[config.mk]
export PLATFORM = sky130hd
export DESIGN_NAME = tsb_ctrl
export DESIGN_NICKNAME = d
export VERILOG_FILES = /design/src/design/tsb_pkg.sv /design/src/design/tsb_ctrl.sv
export SDC_FILE = /design/constraint.sdc
export NUM_CORES = 1
export LEC_CHECK = 0
export BUFFER_PORTS_ARGS = -buffer_cell sky130_fd_sc_hd__buf_2
export CORE_MARGIN = 5
export CORE_UTILIZATION = 50
export DETAILED_ROUTE_END_ITERATION = 8
export PLACE_DENSITY = 0.78
export SYNTH_ARGS = -nofsm -noshare
export SYNTH_HDL_FRONTEND = slang
export SYNTH_SLANG_ARGS = --single-unit
export TNS_END_PERCENT = 10
[constraint.sdc]
create_clock -name i_clk -period 2.17 [get_ports i_clk]
set_clock_uncertainty 0.15 [all_clocks]
set_input_delay 0.217 -clock i_clk [delete_from_list [all_inputs] [get_ports i_clk]]
set_output_delay 0.217 -clock i_clk [all_outputs]
set_load 0.1 [all_outputs]
[src/design/tsb_pkg.sv]
// shared types and constants for the text screen buffer engine
// no dependencies; every other file uses it by scoped names
package tsb_pkg;

    localparam int OP_W       = 4;
    localparam int ROW_W      = 5;
    localparam int COL_W      = 8;
    localparam int CHAR_W     = 8;
    localparam int CNT_W      = 13;
    localparam int LINES_W    = 6;
    localparam int MASK_W     = 8;
    localparam int WREG_W     = 9;
    localparam int HREG_W     = 6;
    localparam int CFG_IDX_W  = 2;
    localparam int CFG_DATA_W = 9;
    localparam int DIV_DW     = 14;
    localparam int DIV_VW     = 9;

    localparam logic [WREG_W-1:0]     WIDTH_RESET  = 9'd80;
    localparam logic [HREG_W-1:0]     HEIGHT_RESET = 6'd24;
    localparam logic [CHAR_W-1:0]     FILL_BYTE    = 8'h40;
    localparam logic [CFG_IDX_W-1:0]  REG_WIDTH_IN_USE  = 2'd0;
    localparam logic [CFG_IDX_W-1:0]  REG_HEIGHT_IN_USE = 2'd1;

    typedef enum logic [OP_W-1:0] {
        OP_CLEAR    = 4'd0,
        OP_SETCUR   = 4'd1,
        OP_RIGHT    = 4'd2,
        OP_LEFT     = 4'd3,
        OP_UP       = 4'd4,
        OP_DOWN     = 4'd5,
        OP_SETTEMP  = 4'd6,
        OP_GOTEMP   = 4'd7,
        OP_WRITE    = 4'd8,
        OP_WRITEAT  = 4'd9,
        OP_DEL      = 4'd10,
        OP_INS      = 4'd11,
        OP_ROLL     = 4'd12,
        OP_READ     = 4'd13,
        OP_INDSET   = 4'd14,
        OP_INDCLR   = 4'd15
    } t_op;

    typedef struct packed {
        t_op                        operation;
        logic [ROW_W-1:0]           row;
        logic [COL_W-1:0]           col;
        logic [CHAR_W-1:0]          char_value;
        logic [CNT_W-1:0]           count;
        logic signed [LINES_W-1:0]  lines;
        logic [ROW_W-1:0]           top_row;
        logic [ROW_W-1:0]           bottom_row;
        logic [MASK_W-1:0]          mask;
    } t_item;

    typedef struct packed {
        logic [CHAR_W-1:0] read_char;
        logic [ROW_W-1:0]  cursor_row_out;
        logic [COL_W-1:0]  cursor_col_out;
        logic [MASK_W-1:0] indicators_out;
        logic              status;
    } t_result;

    typedef enum logic [4:0] {
        DP_NOP,
        DP_SCRUB,
        DP_LOAD,
        DP_EXEC,
        DP_RD_CAP,
        DP_CLR,
        DP_DIV_A,
        DP_DIV_B,
        DP_DIV_END,
        DP_DEL_RD,
        DP_DEL_WR,
        DP_DEL_FILL,
        DP_INS_RD,
        DP_INS_WR,
        DP_INS_END,
        DP_ROLL_RD,
        DP_ROLL_WR,
        DP_OUT
    } t_dp_cmd;

    typedef struct packed {
        t_op  op;
        logic pos_ok;
        logic cnt_zero;
        logic cnt_one;
        logic walk_last;
        logic col_last;
        logic row_last;
        logic roll_bad;
        logic roll_empty;
        logic div_done;
        logic scrub_last;
        logic out_free;
    } t_dp_status;

    typedef enum logic [4:0] {
        S_SCRUB,
        S_IDLE,
        S_EXEC,
        S_RDCAP,
        S_CLR,
        S_DIVA,
        S_WAITA,
        S_DIVB,
        S_WAITB,
        S_DIVEND,
        S_DRD,
        S_DWR,
        S_DFILL,
        S_IRD,
        S_IWR,
        S_IEND,
        S_RRD,
        S_RWR,
        S_FIN
    } t_state;

endpackage

[src/design/tsb_ctrl.sv]
// command sequencer: picks one datapath action per cycle
// depends on tsb_pkg for state, action and status types
module tsb_ctrl (
    input  logic                 i_clk,
    input  logic                 i_rst_n,
    input  logic                 i_in_valid,
    input  tsb_pkg::t_dp_status  i_stat,
    output logic                 o_in_ready,
    output tsb_pkg::t_dp_cmd     o_cmd
);
    tsb_pkg::t_state r_state;
    tsb_pkg::t_state n_state;

    always_ff @(posedge i_clk) begin
        if (!i_rst_n) begin
            r_state <= tsb_pkg::S_SCRUB;
        end else begin
            r_state <= n_state;
        end
    end

    always_comb begin
        n_state = r_state;
        case (r_state)
            tsb_pkg::S_SCRUB: if (i_stat.scrub_last) n_state = tsb_pkg::S_IDLE;
            tsb_pkg::S_IDLE:  if (i_in_valid) n_state = tsb_pkg::S_EXEC;
            tsb_pkg::S_EXEC: begin
                case (i_stat.op)
                    tsb_pkg::OP_CLEAR: n_state = tsb_pkg::S_CLR;
                    tsb_pkg::OP_RIGHT: n_state = tsb_pkg::S_DIVA;
                    tsb_pkg::OP_DEL:
                        n_state = i_stat.cnt_zero ? tsb_pkg::S_DFILL : tsb_pkg::S_DRD;
                    tsb_pkg::OP_INS:
                        n_state = i_stat.cnt_zero ? tsb_pkg::S_IEND : tsb_pkg::S_IRD;
                    tsb_pkg::OP_ROLL:
                        n_state = (i_stat.roll_bad || i_stat.roll_empty) ?
                                  tsb_pkg::S_FIN : tsb_pkg::S_RRD;
                    tsb_pkg::OP_READ:
                        n_state = i_stat.pos_ok ? tsb_pkg::S_RDCAP : tsb_pkg::S_FIN;
                    default: n_state = tsb_pkg::S_FIN;
                endcase
            end
            tsb_pkg::S_RDCAP:  n_state = tsb_pkg::S_FIN;
            tsb_pkg::S_CLR:    if (i_stat.walk_last) n_state = tsb_pkg::S_FIN;
            tsb_pkg::S_DIVA:   n_state = tsb_pkg::S_WAITA;
            tsb_pkg::S_WAITA:  if (i_stat.div_done) n_state = tsb_pkg::S_DIVB;
            tsb_pkg::S_DIVB:   n_state = tsb_pkg::S_WAITB;
            tsb_pkg::S_WAITB:  if (i_stat.div_done) n_state = tsb_pkg::S_DIVEND;
            tsb_pkg::S_DIVEND: n_state = tsb_pkg::S_FIN;
            tsb_pkg::S_DRD:    n_state = tsb_pkg::S_DWR;
            tsb_pkg::S_DWR:
                n_state = i_stat.cnt_one ? tsb_pkg::S_DFILL : tsb_pkg::S_DRD;
            tsb_pkg::S_DFILL:  n_state = tsb_pkg::S_FIN;
            tsb_pkg::S_IRD:    n_state = tsb_pkg::S_IWR;
            tsb_pkg::S_IWR:
                n_state = i_stat.cnt_one ? tsb_pkg::S_IEND : tsb_pkg::S_IRD;
            tsb_pkg::S_IEND:   n_state = tsb_pkg::S_FIN;
            tsb_pkg::S_RRD:    n_state = tsb_pkg::S_RWR;
            tsb_pkg::S_RWR:
                n_state = (i_stat.col_last && i_stat.row_last) ?
                          tsb_pkg::S_FIN : tsb_pkg::S_RRD;
            tsb_pkg::S_FIN:    if (i_stat.out_free) n_state = tsb_pkg::S_IDLE;
            default:           n_state = tsb_pkg::S_IDLE;
        endcase
    end

    always_comb begin
        o_in_ready = 1'b0;
        o_cmd      = tsb_pkg::DP_NOP;
        case (r_state)
            tsb_pkg::S_SCRUB:  o_cmd = tsb_pkg::DP_SCRUB;
            tsb_pkg::S_IDLE: begin
                o_in_ready = 1'b1;
                o_cmd      = i_in_valid ? tsb_pkg::DP_LOAD : tsb_pkg::DP_NOP;
            end
            tsb_pkg::S_EXEC:   o_cmd = tsb_pkg::DP_EXEC;
            tsb_pkg::S_RDCAP:  o_cmd = tsb_pkg::DP_RD_CAP;
            tsb_pkg::S_CLR:    o_cmd = tsb_pkg::DP_CLR;
            tsb_pkg::S_DIVA:   o_cmd = tsb_pkg::DP_DIV_A;
            tsb_pkg::S_DIVB:   o_cmd = tsb_pkg::DP_DIV_B;
            tsb_pkg::S_DIVEND: o_cmd = tsb_pkg::DP_DIV_END;
            tsb_pkg::S_DRD:    o_cmd = tsb_pkg::DP_DEL_RD;
            tsb_pkg::S_DWR:    o_cmd = tsb_pkg::DP_DEL_WR;
            tsb_pkg::S_DFILL:  o_cmd = tsb_pkg::DP_DEL_FILL;
            tsb_pkg::S_IRD:    o_cmd = tsb_pkg::DP_INS_RD;
            tsb_pkg::S_IWR:    o_cmd = tsb_pkg::DP_INS_WR;
            tsb_pkg::S_IEND:   o_cmd = tsb_pkg::DP_INS_END;
            tsb_pkg::S_RRD:    o_cmd = tsb_pkg::DP_ROLL_RD;
            tsb_pkg::S_RWR:    o_cmd = tsb_pkg::DP_ROLL_WR;
            tsb_pkg::S_FIN:
                o_cmd = i_stat.out_free ? tsb_pkg::DP_OUT : tsb_pkg::DP_NOP;
            default:           o_cmd = tsb_pkg::DP_NOP;
        endcase
    end
endmodule

==> results of run 1 <==
==> layout by cell type (no fill, tap or decap), types with 2 or more instances in the layout <==
master    synthesis  final
buf_2             3     17
nand2_1          11     11
a21oi_1          10     10
nor2_1            9      9
buf_4             0      7
o21ai_0           7      6
buf_12            0      6
inv_1             5      5
nand2b_1          5      5
nor3_1            5      4
dfxtp_1           5      4
nor2b_1           3      3
o22ai_2           0      3
o211ai_1          3      3
or2_1             3      3
o32a_1            3      3
nand3_1           3      3
clkbuf_4          0      3
xnor2_1           2      2
o21a_1            2      2
mux2i_1           2      2
nor4_1            2      2
a211oi_1          2      2
a31oi_1           2      2
==> kinds of logic (layout without fill, tap and decap cells) <==
family / count (synthesis) / after routing
simple gates: 51 / 51
compound gates: 42 / 42
buf+inv: 16 / 39
flops: 5 / 5
mux: 4 / 4
xor+xnor: 2 / 2
==> metal layers <==
layer / track usage (%) / up-vias / routed length [um]
li1: - / 498 / -
met1: 20.4 / 454 / 945
met2: 34.1 / 60 / 1140
met3: 5.72 / 10 / 236
met4: 7.42 / 0 / 50
met5: 0 / - / 0
==> area by class of cell <==
type	instances	area, um^2
Clock inverter	1	5.00
Clock buffer	3	22.5
Sequential cell	5	101
Multi-Input combinational cell	99	661
Fill cell	121	438
Timing Repair Buffer	30	258
Tap cell	16	20.0
Inverter	5	18.8
==> path summary, 6_finish.rpt <==
| check | from | to | slack, ns | depth (start not counted) |
|---|---|---|---|---|
| worst max-delay path | r_state[2] | o_cmd[0] | 0.10 | 6 |
| worst min-delay path | i_rst_n | r_state[1] | 0.1 | 3 |
| worst min register to register | r_state[4] | r_state[3] | 0.54 | 2 |
| worst max register to register | r_state[3] | r_state[0] | 0.21 | 5 |
==> metrics by stage <==
step	setup slack, ns	hold WS (ns)	TNS (ns)	area (um^2)
after global placement	0.196	0.345	0	1050
after global routing	0.00230	0.0856	0	1090
after CTS	0.0950	0.0852	0	1090
after floorplan	-0.241	0.223	-0.868	827
final	0.101	0.0976	0	1090
after detailed placement	0.249	0.353	0	1050
==> power breakdown <==
group	internal [mW]	switching, mW	total, mW
combinational	0.189	0.317	0.507
sequential	0.100	0.00916	0.110
clock	0.0672	0.0485	0.116
total	0.357	0.375	0.732
==> repair_timing <==
action,CTS,global route
resized for setup,2,0
setup endpoints to repair,2,0
hold buffers,0,0
==> worst register-to-register path, cell delays in order, from the launching register on <==
cell and delay (ns):
dfxtp_1 0.40, or3b_4 0.45, or4_4 0.46, o211ai_1 0.16, o32a_1 0.21, nor2_1 0.04
==> qor.csv, run 1 <==
stage,metric,value,unit
job,drv_cap,0,
power,p_leak,0.419,nW
drt,route.detailed.drc,0,
yosys,ys_types,44,
cells_and_area,largest_reg_flops,5,
global_route,grt_pass1_wl,3.84,mm
yosys,synth_most_common_cell,nand2_1,
cells_and_area,finish.net_count,162,
yosys,avgSynthCellArea,6.70,um^2
yosys,synth.top_cell.area_share,12.4,%
yosys,synth_fp_nets,138,
clock_network,cts.clk_slew.worst_paths,0.05,ns
yosys,synth-simple-area-share,35.5,%
yosys,synthMuxAreaShare,5.29,%
floorplanning,die_area,0.00251,mm^2
critical_path,crit_path_cell_trace,buf_4 > nor2b_1 > a21oi_1 > o21a_1 > o22ai_2 > buf_12,
drt,detail_route.first_pass.iterations,4,
power,power,732,uW
global_route,grt_start_max_net_pins,27,
floorplanning,ios,24,
clock_network,cts_tree,built,
critical_path,crit_fanout,11,
critical_path,crit_required,1.80,ns
yosys,synthXorXnorAreaFrac,2.18,%
yosys,yosys-top-cells-area,"dfxtp_1 (12%), a21oi_1 (6.2%), nand2_1 (5.1%)",
drt,dr_total_vias,1022,
critical_path,arrival,1.70,ns
placement,io_buffer_count,23,
global_route,grt_pass1_vias,941,
floorplanning,row_count,14,
timing,slew_viol_final,0,
floorplanning,core_area,0.00152,mm^2
yosys,synth_fa_ha_area_share,0,%
cells_and_area,n_antenna_cell,0,
timing,finalCritPeriodShare,95.4,%
yosys,synthTopCellsByCount,"nand2_1 (11), a21oi_1 (10), nor2_1 (9)",
cells_and_area,final_util,71.3,%
cells_and_area,drive_gt1_share,32.2,%
outcome,status,"finished, final reports clean",
global_route,grt_use_total,19.0,%
yosys,synth-edff-count,0,
cells_and_area,final_cells,159,
cells_and_area,top_register,r_state,
critical_path,worstSetupEndpointType,output pin,
floorplanning,fp.dieH,50.1,um
drt,postRouteWirelength,2.37,mm
timing,setup_viol,0,
critical_path,path_buf_inv,2,
clock_network,insertion_delay,0.25,ns
yosys,syn-instance-count,120,
yosys,syn_area,805,um^2
floorplanning,fp.dieW,50.1,um
placement,place_hpwl,1.88,mm
drt,final_antenna_net_count,0,
yosys,ys_warn_count,0,
timing,period_needed,2.07,ns
clock_network,clockBufferDepth,2,
clock_network,cts_max_level,1,
yosys,ys_seq_area_share,12.4,%
cells_and_area,top_regs,r_state: 5 flops,
timing,rsz0062_at_grt,no,
timing,slew_headroom,67.7,%
timing,max_clock_freq,483,MHz
power,p_per_area,674,mW/mm^2
critical_path,crit_slowest_cell,dfxtp_2,
yosys,ys_ff_latch,5,
clock_network,cts-root-buf,clkbuf_4,
yosys,synth_top_family_by_area,compound AO/OA/AOI/OAI gates,
yosys,synth_compound_area_share,35.8,%
drt,drt_iter0_drc,45,
global_route,grt_antenna_before_repair,0,
placement,gp_congestion,0.956,
floorplanning,start_util,52.8,%
critical_path,critPathMaxStageDelay,0.39,ns
yosys,async_reset_ff_share,0,%
hold_path,hold_path.class,input port to flip-flop,
clock_network,post-cts-setup-buffers,0,
cells_and_area,area_growth,35.0,%
critical_path,cp_top_family,compound AO/OA/AOI/OAI gates,
placement,place_inst,155,
clock_network,numCtsBuffers,3,
critical_path,cp-start-kind,flip-flop,
timing,hold_violations,0,
power,ir_drop,0.000376,V
timing,tightest_slew,0.478,ns
global_route,overflow,0,
drt,post_drt_wl_per_cell,14.9,um
yosys,synthFlopType,dfxtp_1,
clock_network,clock-sinks,5,
drt,vias_per_cell,6.43,
critical_path,crit_type,flip-flop to output pin,
yosys,yosys.area.top_type,dfxtp_1,
No activity file was read; power rests on OpenSTA's default activity.
==> run 2, diff against run 1 <==
==> constraint.sdc (replaced) <==
create_clock -name i_clk -period 2.17 [get_ports i_clk]
set_clock_uncertainty 0.15 [all_clocks]
set_input_delay 0.217 -clock i_clk [delete_from_list [all_inputs] [get_ports i_clk]]
set_output_delay 0.217 -clock i_clk [all_outputs]
set_load 0.02 [all_outputs]
==> run 2 against run 1 <==
Maximum frequency hardly changed. Routed wire length is 1.7% higher. Design area is 11% lower. Flip-flop and latch count stayed put. Setup slack hardly changed. Sequential power hardly changed.
==> qor.csv, run 2 (synthesis results as in run 1) <==
stage,metric,value,unit
power,seqPwrFrac,21.2,%
clock_network,clockBufferDepth,2,
timing,tightest_slew,0.422,ns
hold_path,hold_path.class,input port to flip-flop,
cells_and_area,area_growth,20.1,%
drt,detail_route.first_pass.iterations,4,
drt,dr_total_vias,1001,
drt,vias_per_cell,6.34,
timing,fin_ws,0.101,ns
drt,final_antenna_net_count,0,
clock_network,numCtsBuffers,3,
timing,slew_headroom,71.6,%
cells_and_area,top_register,r_state,
floorplanning,ios,24,
placement,io_buffer_count,23,
timing,max_clock_freq,483,MHz
drt,post_drt_wl_per_cell,15.3,um
job,drv_cap,0,
power,p_int,289,uW
cells_and_area,largest_reg_flops,5,
critical_path,worstSetupEndpointType,output pin,
critical_path,cp-start-kind,flip-flop,
timing,period_needed,2.07,ns
cells_and_area,top_regs,r_state: 5 flops,
clock_network,cts-root-buf,clkbuf_4,
cells_and_area,n_antenna_cell,0,
timing,slew_viol_final,0,
power,ir_drop,0.000310,V
floorplanning,die_area,0.00251,mm^2
clock_network,post-cts-setup-buffers,0,
clock_network,cts_tree,built,
outcome,status,"finished, final reports clean",
critical_path,arrival,1.70,ns
power,swShare,43.8,%
clock_network,clock-sinks,5,
drt,drt_iter0_drc,52,
critical_path,r2r_start,r_state[1],
critical_path,reg2reg_slack,0.21,ns
critical_path,crit_required,1.80,ns
global_route,grt_pass1_vias,875,
critical_path,r2r_cells,5,
global_route,grt_use_total,18.1,%
cells_and_area,final_util,63.4,%
clock_network,insertion_delay,0.25,ns
critical_path,r2r_end,r_state[0],
global_route,overflow,0,
timing,hold_violations,0,
cells_and_area,drive_gt1_share,28.2,%
floorplanning,start_util,52.8,%
drt,postRouteWirelength,2.41,mm
cells_and_area,finish.net_count,161,
placement,place_ws,0.269,ns
power,comb_power_share,56.7,%
cells_and_area,final_common_cell,buf_2,
global_route,grt_pass1_wl,3.73,mm
power,p_per_area,532,mW/mm^2
floorplanning,core_area,0.00152,mm^2
power,power,514,uW
floorplanning,fp.dieW,50.1,um
hold_path,whs_path_depth,3,
cells_and_area,mostFrequentLayoutCells,"buf_2 (23), nand2_1 (11), a21oi_1 (10)",
timing,setup_viol,0,
timing,finalCritPeriodShare,95.4,%
clock_network,cts.clk_slew.worst_paths,0.05,ns
hold_path,min_to,r_state[1],
power,clockPowerShare,22.2,%
drt,route.detailed.drc,0,
floorplanning,fp.dieH,50.1,um
power,switchingPower,225,uW
placement,place_area,932,um^2
cells_and_area,final_cell_area,966,um^2
global_route,grt_antenna_before_repair,0,
clock_network,cts_max_level,1,
placement,place_hpwl,1.84,mm
power,p_leak,0.380,nW
timing,rsz0062_at_grt,yes,
critical_path,crit_fanout,20,
global_route,grt_start_max_net_pins,27,
placement,gp_congestion,0.898,
critical_path,crit_type,flip-flop to output pin,
hold_path,min-delay-start,i_rst_n,
timing,setup_tns,0,ns
floorplanning,row_count,14,
-- run 2: cell types whose count changed in the layout (fill, tap and decap cells not counted), moves of 3 or more --
cell     previous run  this run
buf_2              17        23
buf_12              6         0
o22ai_2             3         0
o22ai_1             1         4
-- run 2: worst max-delay path by stage --
stage,startpoint,endpoint,slack (ns),cells after the start
finish,r_state[2],o_cmd[0],0.10,6
global route,r_state[2],o_cmd[0],-0.03,6
CTS,r_state[1],o_cmd[0],0.05,7
detailed placement,r_state[1],r_state[4],0.27,5
global placement,r_state[1],r_state[0],0.31,5
floorplan,r_state[1],o_cmd[0],0.25,5
-- run 2: layer usage --
layer / GRT usage (%) / share of wire (%)
met5: 0 / 0
met3: 3.61 / 7.4
met2: 30.1 / 49
met1: 23.4 / 42
met4: 4.80 / 1.3
-- run 2: area by class of cell --
class	count	area, um^2
clock buffer	4	26.3
fill	154	558
inverter	5	18.8
multi-input combinational	99	641
sequential	5	100
tap	16	20.0
timing repair buffer	29	160
-- run 2: power by group through the flow --
| stage | sequential [mW] | combinational [mW] | clock, mW |
|---|---|---|---|
| 3_5_place_dp | 0.110 | 0.286 | 0 |
| 4_1_cts | 0.108 | 0.288 | 0.115 |
| 2_1_floorplan | 0.106 | 0.209 | 0 |
| 3_3_place_gp | 0.110 | 0.280 | 0 |
| 6_report | 0.109 | 0.291 | 0.114 |
| 5_1_grt | 0.110 | 0.319 | 0.122 |
-- run 2: what timing repair did --
action	CTS	global route
gates resized for setup	0	2
endpoints found under the setup margin	0	4
hold buffers	0	0
-- run 2: stage by stage --
| step | hold WS (ns) | std cells |
|---|---|---|
| after floorplan | 0.223 | 120 |
| after global placement | 0.339 | 154 |
| after detailed placement | 0.341 | 154 |
| after CTS | 0.0833 | 158 |
| after global routing | 0.108 | 158 |
| final | 0.0873 | 158 |
-- run 2: critical path, cell delays in order, from the launching register on --
cell and delay [ns]:
dfxtp_1 0.40, buf_4 0.26, nor2b_2 0.25, a21oi_1 0.06, o21a_1 0.16, o22ai_1 0.13, buf_2 0.18
